[src/design/bms_pkg.sv]
// Types, codes and controller steps of the Boyer-Moore search block.
package bms_pkg;

  typedef struct packed {
    logic [1:0]  opcode;
    logic [11:0] index;
    logic [7:0]  value;
  } in_t;

  typedef struct packed {
    logic        found;
    logic [11:0] position;
    logic [12:0] match_count;
  } out_t;

  localparam logic [1:0] OP_PAT_WR = 2'd0;
  localparam logic [1:0] OP_TXT_WR = 2'd1;
  localparam logic [1:0] OP_FIND   = 2'd2;
  localparam logic [1:0] OP_COUNT  = 2'd3;

  localparam logic CFG_PAT_LEN = 1'b0;
  localparam logic CFG_TXT_LEN = 1'b1;

  localparam int CFG_W = 13;

  // Controller steps; the datapath acts on the current one.
  localparam logic [4:0] ST_IDLE  = 5'd0;
  localparam logic [4:0] ST_LOCLR = 5'd1;
  localparam logic [4:0] ST_LORD  = 5'd2;
  localparam logic [4:0] ST_LOWR  = 5'd3;
  localparam logic [4:0] ST_BINIT = 5'd4;
  localparam logic [4:0] ST_OUTR  = 5'd5;
  localparam logic [4:0] ST_OUTW  = 5'd6;
  localparam logic [4:0] ST_INR   = 5'd7;
  localparam logic [4:0] ST_INW   = 5'd8;
  localparam logic [4:0] ST_DEC   = 5'd9;
  localparam logic [4:0] ST_P2R0  = 5'd10;
  localparam logic [4:0] ST_P2W0  = 5'd11;
  localparam logic [4:0] ST_P2R   = 5'd12;
  localparam logic [4:0] ST_P2W   = 5'd13;
  localparam logic [4:0] ST_CHK   = 5'd14;
  localparam logic [4:0] ST_CMP   = 5'd15;
  localparam logic [4:0] ST_CMPW  = 5'd16;
  localparam logic [4:0] ST_MATCH = 5'd17;
  localparam logic [4:0] ST_MW    = 5'd18;
  localparam logic [4:0] ST_LOW   = 5'd19;
  localparam logic [4:0] ST_DONE  = 5'd20;

  typedef struct packed {
    logic [4:0] step;
    logic       accept;
  } cmd_t;

  typedef struct packed {
    logic out_valid;
    logic tables_valid;
    logic lo_last;
    logic a_zero;
    logic b_le_m;
    logic pat_ne;
    logic p2_last;
    logic no_align;
    logic eq;
    logic j_zero;
    logic all;
  } sts_t;

endpackage

[src/design/bms_ctrl.sv]
// Controller state machine of the Boyer-Moore search block.
module bms_ctrl (
  input  logic          clk_i,
  input  logic          rst_ni,
  input  logic          in_valid_i,
  input  logic [1:0]    opcode_i,
  output logic          in_stall_o,
  input  logic          out_stall_i,
  input  bms_pkg::sts_t sts_i,
  output bms_pkg::cmd_t cmd_o
);

  logic [4:0] state_q, state_d;
  logic       accept;

  assign in_stall_o = !((state_q == bms_pkg::ST_IDLE) && (!sts_i.out_valid || !out_stall_i));
  assign accept     = in_valid_i && !in_stall_o;

  assign cmd_o.step   = state_q;
  assign cmd_o.accept = accept;

  always_comb begin
    state_d = state_q;
    case (state_q)
      bms_pkg::ST_IDLE: begin
        if (accept) begin
          if ((opcode_i == bms_pkg::OP_PAT_WR) || (opcode_i == bms_pkg::OP_TXT_WR)) begin
            state_d = bms_pkg::ST_DONE;
          end else if (sts_i.tables_valid) begin
            state_d = bms_pkg::ST_CHK;
          end else begin
            state_d = bms_pkg::ST_LOCLR;
          end
        end
      end
      bms_pkg::ST_LOCLR: state_d = bms_pkg::ST_LORD;
      bms_pkg::ST_LORD:  state_d = bms_pkg::ST_LOWR;
      bms_pkg::ST_LOWR:  state_d = sts_i.lo_last ? bms_pkg::ST_BINIT : bms_pkg::ST_LORD;
      bms_pkg::ST_BINIT: state_d = bms_pkg::ST_OUTR;
      bms_pkg::ST_OUTR:  state_d = sts_i.a_zero ? bms_pkg::ST_P2R0 : bms_pkg::ST_OUTW;
      bms_pkg::ST_OUTW:  state_d = bms_pkg::ST_INR;
      bms_pkg::ST_INR:   state_d = sts_i.b_le_m ? bms_pkg::ST_INW : bms_pkg::ST_DEC;
      bms_pkg::ST_INW:   state_d = sts_i.pat_ne ? bms_pkg::ST_INR : bms_pkg::ST_DEC;
      bms_pkg::ST_DEC:   state_d = bms_pkg::ST_OUTR;
      bms_pkg::ST_P2R0:  state_d = bms_pkg::ST_P2W0;
      bms_pkg::ST_P2W0:  state_d = bms_pkg::ST_P2R;
      bms_pkg::ST_P2R:   state_d = bms_pkg::ST_P2W;
      bms_pkg::ST_P2W:   state_d = sts_i.p2_last ? bms_pkg::ST_CHK : bms_pkg::ST_P2R;
      bms_pkg::ST_CHK:   state_d = sts_i.no_align ? bms_pkg::ST_DONE : bms_pkg::ST_CMP;
      bms_pkg::ST_CMP:   state_d = bms_pkg::ST_CMPW;
      bms_pkg::ST_CMPW: begin
        if (!sts_i.eq) begin
          state_d = bms_pkg::ST_LOW;
        end else if (!sts_i.j_zero) begin
          state_d = bms_pkg::ST_CMP;
        end else if (sts_i.all) begin
          state_d = bms_pkg::ST_MATCH;
        end else begin
          state_d = bms_pkg::ST_DONE;
        end
      end
      bms_pkg::ST_MATCH: state_d = bms_pkg::ST_MW;
      bms_pkg::ST_MW:    state_d = bms_pkg::ST_LOW;
      bms_pkg::ST_LOW:   state_d = bms_pkg::ST_CHK;
      bms_pkg::ST_DONE:  state_d = bms_pkg::ST_IDLE;
      default:           state_d = bms_pkg::ST_IDLE;
    endcase
  end

  always_ff @(posedge clk_i or negedge rst_ni) begin
    if (!rst_ni) begin
      state_q <= bms_pkg::ST_IDLE;
    end else begin
      state_q <= state_d;
    end
  end

endmodule

[config.mk]
export PLATFORM = sky130hd
export DESIGN_NAME = bms_ctrl
export DESIGN_NICKNAME = d
export VERILOG_FILES = /design/src/design/bms_pkg.sv /design/src/design/bms_ctrl.sv
export SDC_FILE = /design/constraint.sdc
export NUM_CORES = 1
export LEC_CHECK = 0
export BUFFER_PORTS_ARGS = -buffer_cell sky130_fd_sc_hd__buf_2
export CELL_PAD_IN_SITES_DETAIL_PLACEMENT = 1
export CELL_PAD_IN_SITES_GLOBAL_PLACEMENT = 2
export CORE_ASPECT_RATIO = 0.9
export CORE_MARGIN = 4
export CORE_UTILIZATION = 24
export CTS_CLUSTER_DIAMETER = 60
export DETAILED_ROUTE_END_ITERATION = 8
export PLACE_DENSITY_LB_ADDON = 0.1
export SYNTH_ARGS = -nofsm -noshare
export SYNTH_HDL_FRONTEND = slang
export SYNTH_SLANG_ARGS = --single-unit
export TNS_END_PERCENT = 10
[constraint.sdc]
create_clock -name clk_i -period 1.27 [get_ports clk_i]
set_input_delay 0 -clock clk_i [delete_from_list [all_inputs] [get_ports clk_i]]
set_output_delay 0 -clock clk_i [all_outputs]
set_load 0.005 [all_outputs]
==> run metrics, run 1 <==
Post-Syn Area per Cell=7.97 sq um; Die Ht=59.6 um; Max-Cap Viols=0; Synth Net Count=106; Fill cells=356; Routed Antenna Nets=0; leak pwr=0.528 nW; number of buffers created by CTS=3; Met1 Wirelength=1290 um; final worst-path cycle share=115%; biggest regs=state_q x5; Post-synth EDFFs=0; initial antenna violation count=0; CTS tree=done; via count=860; Detailed Place HPWL=2200 um; Crit-path slowest cell=dfrtp_2; PwrDens=about 2300 nW/um^2; Mapped Area=709 sq um; Final Slew Violations=0; Total GRT Usage=15.0%; Top delay family on crit path=compound AO/OA/AOI/OAI gates; critical path class=register to register; RSZ-0062 raised after global routing=yes; first-pass detailed-route iteration total=4; global-route wire length before repair=approximately 4400 um; distinct cell type count after synthesis=45; Synth Register Bits=5; I/O pins=24; row cnt=18; failing checks=negative setup slack; initial drt markers=26; top sig layer=met4; proportion of layout cells with a drive suffix above 1=~60%; Die W=65.3 um; clock-pin slew on the worst setup and hold paths=roughly 0.05 ns; max FFs per register=5; Worst-Margin Slew=0.368 ns; fin worst setup slack=-0.196 ns; worst path required time=between 1 and 1.5 ns; Final setup viols=7; Layout area overhead=68.6%; number of vias per cell=4.86; core area=2790 sq um; clk root buf=clkbuf_4; CP bufs+invs=1; drt drc=0; arrival time at the worst endpoint=1.63 ns; cell count after synthesis=89; Post-Route WL=~2800 um; asr flop ratio synth=100%; Layout Nets=155; maximum vdd drop=0.000597 V; Remaining Overflow, GRT=0; WL/cell=15.8 um; CP endpoint kind=register; clk_skew=0.00494 ns; vias in the first global route=894; Met3 Routed Length=91 um; CP Launch Type=register; Port Buffer Count=22; n_diodes=0; Max-slew headroom=about 75%; Sum Neg Setup Slack=-1.19 ns; critical path fanouts, max=5; Main synth FF type=dfrtp_1; Period minus WS final=1.47 ns; run status=complete, but fails checks; Slowest Stage Delay on Critical Path=0.45 ns; Hold Path Class=input pin to async pin; Longest Clk Path Bufs=2; fmax=0.682 GHz; post-synthesis sequential area ratio=17.6%; CP cell instances=buf_4, or2b_4, a21boi_1, a2111o_1, a31oi_2; largest net degree at the start of global routing=10; clock latency on the worst-skew pair=0.25 ns; total die area=3890 sq um; Hold Vio Cnt, Final=0; met2 wire length=1400 um; Reg with most FFs=state_q; starting density of the core=25.4%; CTS sink count=5; Post-Place Setup Slack=-0.396 ns; RePlAce Congestion=0.835; H-tree depth=1; yosys warns=0
==> through the flow <==
| stage | instances | hold slack [ns] | cell area, sq um | util [%] | power [mW] |
|---|---|---|---|---|---|
| final | 177 | 0.109 | 1200 | 42.8 | 2.74 |
| after global routing | 177 | 0.121 | 1200 | 42.8 | 2.95 |
| after CTS | 175 | 0.106 | 1100 | 39.4 | 2.48 |
| after detailed placement | 167 | -0.177 | 997 | 35.7 | 2.09 |
| after global placement | 167 | -0.180 | 997 | 35.7 | 2.09 |
| after floorplan | 89 | -0.296 | 709 | - | 1.35 |
==> cell type report <==
type | count | area [sq um] | share of cell area [%]
Timing Repair Buffer | 53 | 377 | 31.5
Tap cell | 40 | 50.0 | 4.18
Clock buffer | 4 | 26.3 | 2.20
Sequential cell | 5 | 128 | 10.7
Inverter | 3 | 11.3 | 0.941
Multi-Input combinational cell | 72 | 604 | 50.5
==> cell usage after synthesis, types with 2 or more instances <==
cell type  count  area share (%)
inv_1          2             1.1
buf_6          4             6.3
nand2b_1       5             4.4
nor3_1         2             1.4
or2_1          2             1.8
or2b_1         2             2.1
o21ai_0        4             2.8
and3_1         2             1.8
or3_1          2             1.8
nor3_4         2             4.6
nand2_1        9             4.8
a21boi_0       2             2.1
nor2_1         6             3.2
buf_2          4             2.8
a32oi_1        2             2.5
a31oi_1        2             1.8
a21oi_1        5             3.5
dfrtp_1        5              18
==> layout by cell type, fill, tap and decap left out, types with 2 or more instances in the layout <==
cell	count
or2_4	2
clkbuf_4	3
nand2_1	9
nand2b_1	5
a21oi_2	2
nor2_1	4
buf_4	25
and3_1	2
buf_6	3
o21ai_0	2
nor3_4	3
or3_1	2
inv_1	2
nor3_2	2
o21ai_1	2
dfrtp_1	3
a21oi_1	3
a31oi_1	2
buf_2	22
dfrtp_2	2
==> final timing paths <==
kind                               to  slack (ns)  cells after the start        from
max                        state_q[2]       -0.20                      5  state_q[3]
min                        state_q[1]        0.11                      2      rst_ni
max reg2reg                state_q[2]       -0.20                      5  state_q[3]
min reg2reg                state_q[3]        0.73                      2  state_q[4]
max in group asynchronous  state_q[3]        1.01                      2      rst_ni
min in group clk_i         state_q[1]        0.14                      3    sts_i[4]
==> kinds of logic (layout without fill, tap and decap cells) <==
family / count (synthesis) / after routing / share of synthesized area (%)
buffers and inverters: 12 / 60 / 11.8
AOI/OAI and AO/OA: 30 / 30 / 33.7
and+or+nand+nor: 41 / 41 / 35.6
DFF: 5 / 5 / 17.6
xor gates and xnor gates: 1 / 1 / 1.23
==> routing by layer <==
layer | up-vias | GRT usage (%)
met5 | - | 0
li1 | 428 | -
met2 | 17 | 24.5
met4 | 0 | 3.55
met1 | 413 | 20.1
met3 | 2 | 3.23
==> timing repair <==
item                                    CTS  global route
setup buffers                             4             2
endpoints found under the hold margin     5             0
resized for setup                        11            19
pin swaps                                 7             8
hold buffers                              1             0
endpoints found under the setup margin    8             7
==> power breakdown <==
part           leakage (nW)  internal (mW)  switching [mW]  total (mW)
clock                0.0150          0.119          0.0713       0.190
sequential           0.0604          0.239          0.0955       0.335
combinational         0.452           1.16            1.05        2.21
total                 0.528           1.52            1.22        2.74
Note: power is estimated with default switching activity, not from simulation.
==> run 2: changes to the inputs <==
--- a/config.mk
+++ b/config.mk
@@ -5,12 +5,13 @@
 export SDC_FILE = /design/constraint.sdc
 export NUM_CORES = 1
 export LEC_CHECK = 0
+export ABC_AREA = 1
 export BUFFER_PORTS_ARGS = -buffer_cell sky130_fd_sc_hd__buf_2
 export CELL_PAD_IN_SITES_DETAIL_PLACEMENT = 1
 export CELL_PAD_IN_SITES_GLOBAL_PLACEMENT = 2
 export CORE_ASPECT_RATIO = 0.9
 export CORE_MARGIN = 4
-export CORE_UTILIZATION = 24
+export CORE_UTILIZATION = 21
 export CTS_CLUSTER_DIAMETER = 60
 export DETAILED_ROUTE_END_ITERATION = 8
 export PLACE_DENSITY_LB_ADDON = 0.1
==> run metrics, run 2 <==
clock latency on the worst-skew pair=0.22 ns (-0.03 ns); Synth Net Count=149 (+41%); RR Startpoint=state_q[2]; Fill cells=440 (+24%); top cells by count, synth=33 x nand2_1, 24 x nand3_1, 24 x nor2_1; Post-synth EDFFs=0 (unchanged); Gate power share=75.8% (-5.0 points); number of buffers created by CTS=3 (unchanged); CP cell instances=buf_6, inv_6, nor2_4, buf_12, nand3_1, nand2_1, nor2_1, nand3_1, nand2_1, inv_1; Die Ht=63.5 um (+6.5%); Routed Antenna Nets=0 (unchanged); Area contributors post-synth=dfrtp_1 17%, nand2_1 17%, nand3_1 17%, nor2_1 13%, inv_1 8.9%; RePlAce Congestion=0.844 (+0.97%); R2R Setup Slk=-0.13 ns (+0.06 ns); Slowest Stage Delay on Critical Path=0.45 ns (about the same); Reg with most FFs=state_q; CP endpoint kind=register; first-pass detailed-route iteration total=4 (unchanged); worst path required time=1.38 ns (-0.05 ns); Non-Filler Instances=224 (+27%); number of vias per cell=4.56 (-6.1%); reg2reg path depth=10 (+5); commonest non-fill, non-tap cell in the layout=nand2_1; Worst-Margin Slew=0.263 ns (-0.105 ns); most frequent cell after synthesis=nand2_1; I/O pins=24 (unchanged); yosys warns=0 (unchanged); post-synth top area share=17.4% (-0.22 points); biggest regs=state_q x5; critical path fanouts, max=5 (unchanged); Finished Core Util=38.6% (-4.2 points); global-route wire length before repair=4970 um (+14%); initial drt markers=18 (-31%); Post-Place Setup Slack=-0.267 ns (+0.129 ns); fmax=0.713 GHz (+4.6%); commonest non-fill, non-tap cells in the layout=29 x nand2_1, 22 x buf_2, 21 x nand3_1; PwrDens=2220 nW/um^2 (-2.8%); row cnt=19 (+1); Sequential Power Share=13.4% (+1.2 points); Die W=69.6 um (+6.6%); clock-pin slew on the worst setup and hold paths=0.04 ns (about the same); Crit-path slowest cell=dfrtp_2; placed insts=217 (+30%); Hold Vio Cnt, Final=0 (unchanged); Synth area leader=dfrtp_1; Max-slew headroom=82.3% (+7.0 points); Post-Route WL=3010 um (+7.9%); run status=complete, but fails checks; Layout Nets=200 (+29%); largest net degree at the start of global routing=10 (unchanged); Total GRT Usage=13.8% (-1.1 points); Remaining Overflow, GRT=0 (unchanged); initial antenna violation count=0 (unchanged); n_diodes=0 (unchanged); CTS sink count=5 (unchanged); H-tree depth=1 (unchanged); Port Buffer Count=22 (unchanged); switching share of power=48.6% (+4.0 points); Detailed Place HPWL=2550 um (+16%); vias in the first global route=1054 (+18%); post-synthesis sequential area ratio=17.4% (-0.22 points); clock share of power=10.8% (+3.8 points); Max-Cap Viols=0 (unchanged); Synth Register Bits=5 (unchanged); WL/cell=13.4 um (-15%); proportion of layout cells with a drive suffix above 1=45.1% (-14 points); Longest Clk Path Bufs=2 (unchanged); Final Slew Violations=0 (unchanged); starting density of the core=22.7% (-2.7 points); Main synth FF type=dfrtp_1; CP Launch Type=register; drt drc=0 (unchanged); max FFs per register=5 (unchanged); Reg-to-Reg End=state_q[2]; Switch Pwr=1.32 mW (+8.0%); Post-Syn Area per Cell=5.44 sq um (-32%); fin worst setup slack=-0.132 ns (+0.0648 ns); failing checks=negative setup slack; final worst-path cycle share=110% (-5.1 points); critical path class=register to register; asr flop ratio synth=100% (unchanged); total die area=4420 sq um (+14%); CTS tree=done; cell count after synthesis=132 (+48%); clk_skew=0.00186 ns (-0.00309 ns); Layout area overhead=69.9%; Mapped Area=718 sq um (+1.2%); Hold Path Class=input pin to async pin; maximum vdd drop=0.000850 V (+42%); Sum Neg Setup Slack=-0.683 ns (+0.507 ns); leak pwr=0.670 nW (+27%); via count=1022 (+19%); RSZ-0062 raised after global routing=yes; core area=3160 sq um (+13%); distinct cell type count after synthesis=14 (-69%); Period minus WS final=1.40 ns (-0.0648 ns); Final setup viols=7 (unchanged); clk root buf=clkbuf_8; Design Power=2.71 mW (-0.90%); Pint=1.39 mW (-8.1%); arrival time at the worst endpoint=1.51 ns (-0.12 ns)
run 2: cell count changes in the layout (fill, tap and decap cells not counted), sizes merged, moves of 3 or more:
cell / before / now
a31oi: 3 / 0
nand2: 9 / 33
nand4: 0 / 4
buf: 52 / 48
inv: 3 / 20
nor2: 6 / 32
nand3: 1 / 24
nand2b: 5 / 0
nor3: 5 / 0
run 2: metal layers:
layer | GRT usage, % | vias to the layer above | wire (um)
met1 | 17.8 | 479 | 1410
met5 | 0 | - | 0
met4 | 4.78 | 0 | 48
met3 | 1.11 | 4 | 65
met2 | 24.2 | 22 | 1480
li1 | - | 517 | -
run 2: what timing repair did:
action	in CTS	in global routing
endpoints found under the hold margin	5	0
hold buffers	1	0
endpoints found under the setup margin	7	7
setup buffers	3	0
resized for setup	21	13
pin swaps	13	10
run 2: final cells by class:
cell class | count | area, sq um | area share, %
Tap cell | 42 | 52.6 | 4.31
Inverter | 20 | 80.1 | 6.56
Sequential cell | 5 | 130 | 10.7
Clock buffer | 4 | 45.0 | 3.69
Timing Repair Buffer | 49 | 347 | 28.4
Multi-Input combinational cell | 104 | 566 | 46.4
run 2: cell families (layout without fill, tap and decap cells):
| kind of cell | after synthesis | after routing | share of synthesized area, % |
|---|---|---|---|
| buf+inv | 23 | 73 | 14.1 |
| flops | 5 | 5 | 17.4 |
| simple gates | 96 | 96 | 62.9 |
| compound gates | 8 | 8 | 5.58 |
run 2: worst max-delay path by stage:
| stage | cells after the start | end | start | slack [ns] |
|---|---|---|---|---|
| after CTS | 9 | state_q[0] | state_q[0] | -0.13 |
| after global placement | 10 | state_q[0] | state_q[2] | -0.21 |
| final | 10 | state_q[2] | state_q[2] | -0.13 |
| after detailed placement | 10 | state_q[0] | state_q[2] | -0.27 |
| after global routing | 8 | state_q[1] | state_q[2] | -0.22 |
| after floorplan | 7 | state_q[0] | state_q[0] | 0.0003 |
run 2: worst max-delay path: cells and delay by family (launching register included):
family,cells,cell delay [ns]
buffers and inverters,4,0.36
AND/OR/NAND/NOR,6,0.48
flip-flops,1,0.45
run 2: power by group through the flow:
| stage | clock, mW | combinational [mW] | sequential, mW |
|---|---|---|---|
| floorplan | 0 | 0.862 | 0.351 |
| global placement | 0 | 1.73 | 0.323 |
| detailed placement | 0 | 1.74 | 0.332 |
| CTS | 0.298 | 1.95 | 0.360 |
| global route | 0.318 | 2.26 | 0.383 |
| finish | 0.292 | 2.06 | 0.363 |
run 2: per-stage QoR:
| step | instance area (sq um) | hold slack [ns] |
|---|---|---|
| 6_report | 1220 | 0.119 |
| 5_1_grt | 1220 | 0.131 |
| 4_1_cts | 1180 | 0.127 |
| 3_5_place_dp | 1050 | -0.183 |
| 2_1_floorplan | 718 | -0.296 |
| 3_3_place_gp | 1050 | -0.182 |
==> run 3: changes to the inputs <==
--- a/config.mk
+++ b/config.mk
@@ -7,10 +7,10 @@
 export LEC_CHECK = 0
 export ABC_AREA = 1
 export BUFFER_PORTS_ARGS = -buffer_cell sky130_fd_sc_hd__buf_2
+export CAP_MARGIN = 20
 export CELL_PAD_IN_SITES_DETAIL_PLACEMENT = 1
 export CELL_PAD_IN_SITES_GLOBAL_PLACEMENT = 2
 export CORE_ASPECT_RATIO = 0.9
-export CORE_MARGIN = 4
 export CORE_UTILIZATION = 21
 export CTS_CLUSTER_DIAMETER = 60
 export DETAILED_ROUTE_END_ITERATION = 8
==> run metrics, run 3 (synthesis gave the netlist of run 2 again) <==
Remaining Overflow, GRT=0 (unchanged); n_diodes=0 (unchanged); max FFs per register=5 (unchanged); number of buffers created by CTS=3 (unchanged); critical path class=register to register; Slowest Stage Delay on Critical Path=0.45 ns (about the same); starting density of the core=22.7% (unchanged); number of vias per cell=4.51 (-1.1%); CTS tree=done; initial antenna violation count=0 (unchanged); Sum Neg Setup Slack=-0.791 ns (-0.108 ns); Final setup viols=7 (unchanged); I/O pins=24 (unchanged); Hold Vio Cnt, Final=0 (unchanged); Hold Path Class=input pin to async pin; CP bufs+invs=1 (-3); Period minus WS final=1.43 ns (+0.0324 ns); CP endpoint kind=register; RePlAce Congestion=0.798 (-5.4%); CP Launch Type=register; drt drc=0 (unchanged); arrival time at the worst endpoint=1.58 ns (+0.07 ns); R2R Setup Slk=-0.16 ns (-0.03 ns); Die Ht=57.5 um (-9.5%); Post-DP Area=1030 sq um (-1.9%); placed insts=216 (-0.46%); Non-Filler Instances=225 (+0.45%); run status=complete, but fails checks; Post-Route WL=3000 um (-0.13%); final worst-path cycle share=113% (+2.6 points); RSZ-0062 raised after global routing=yes; critical path fanouts, max=6 (+1); PwrDens=2200 nW/um^2 (-0.97%); fin worst setup slack=-0.164 ns (-0.0324 ns); Layout Nets=201 (+0.50%); clock latency on the worst-skew pair=0.23 ns (about the same); Layout area overhead=67.6%; total die area=3660 sq um (-17%); row cnt=19 (unchanged); crit path from=state_q[2]; Worst-Margin Slew=0.231 ns (-0.0325 ns); largest net degree at the start of global routing=10 (unchanged); maximum vdd drop=0.000818 V (-3.8%); via count=1015 (-0.68%); fmax=0.697 GHz (-2.3%); global-route wire length before repair=4980 um (+0.26%); Longest Clk Path Bufs=2 (unchanged); worst path required time=1.42 ns (+0.04 ns); H-tree depth=1 (unchanged); CP cell instances=buf_4, nor2_4, nand3_1, nand2_1, nand3b_1, nor2_1, nor2_1; Top delay family on crit path=simple AND/OR/NAND/NOR gates; Final Cell Area=1200 sq um (-1.3%); clock-pin slew on the worst setup and hold paths=0.04 ns (about the same); cell mode on critical path=nor2_1; vias in the first global route=1062 (+0.76%); Die W=63.6 um (-8.6%); biggest regs=state_q x5; Total GRT Usage=17.8% (+4.0 points); proportion of layout cells with a drive suffix above 1=45.9% (+0.85 points); RR Startpoint=state_q[2]; leak pwr=0.674 nW (+0.57%); Crit-path slowest cell=dfrtp_2; Final Slew Violations=0 (unchanged); commonest non-fill, non-tap cells in the layout=29 x nand2_1, 24 x buf_4, 22 x nand3_1; Max-Cap Viols=0 (unchanged); Reg with most FFs=state_q; Routed Antenna Nets=0 (unchanged); commonest non-fill, non-tap cell in the layout=nand2_1; WL/cell=13.4 um (-0.58%); Detailed Place HPWL=2390 um (-6.2%); Max-slew headroom=84.4% (+2.2 points); first-pass detailed-route iteration total=4 (unchanged); CTS sink count=5 (unchanged); core area=3160 sq um (unchanged); failing checks=negative setup slack; clk_skew=0.00369 ns (+0.00183 ns); clk root buf=clkbuf_8; Design Power=2.65 mW (-2.3%); Min Hold Slack=0.119 ns (-0.000343 ns); initial drt markers=38 (+20); Port Buffer Count=22 (unchanged)
[run 3: per-stage QoR]
stage	util (%)	setup slack, ns
final	38.1	-0.164
after global placement	32.5	-0.200
after CTS	36.7	-0.136
after floorplan	-	0.000262
after detailed placement	32.5	-0.230
after global routing	38.1	-0.224
[run 3: final timing paths]
check,endpoint,depth (start not counted)
setup / recovery,state_q[1],7
hold reg to reg,state_q[3],4
min in group clk_i,state_q[3],5
setup reg to reg,state_q[1],7
max in group asynchronous,state_q[4],2
hold / removal,state_q[2],2
[run 3: timing repair]
item / 4_1_cts / 5_1_grt
endpoints found under the setup margin: 7 / 7
hold buffers: 1 / 0
buffers inserted: 4 / 0
resized for setup: 20 / 11
pin swaps: 7 / 4
hold endpoints to repair: 5 / 0
[run 3: worst reg2reg max path: stages, from the launching register on]
cell and delay, ns:
dfrtp_2 0.45, buf_4 0.16, nor2_4 0.17, nand3_1 0.16, nand2_1 0.12, nand3b_1 0.13, nor2_1 0.06, nor2_1 0.10
[run 3: power breakdown]
part           switching (mW)  internal (mW)
sequential              0.134          0.243
clock                  0.0913          0.217
combinational            1.06          0.899
[run 3: cell type report]
class	instances	area, sq um
clock buffer	4	45.0
tap	42	52.6
multi-input combinational	104	557
sequential	5	131
inverter	20	77.6
timing repair buffer	50	340
fill	425	1960
[run 3: routing by layer]
| layer | part of all wire [%] | global-route usage, % |
|---|---|---|
| met1 | 49 | 23.5 |
| met2 | 50 | 31.8 |
| met3 | 1.3 | 1.20 |
| met4 | 0.27 | 3.90 |
| met5 | 0 | 0 |
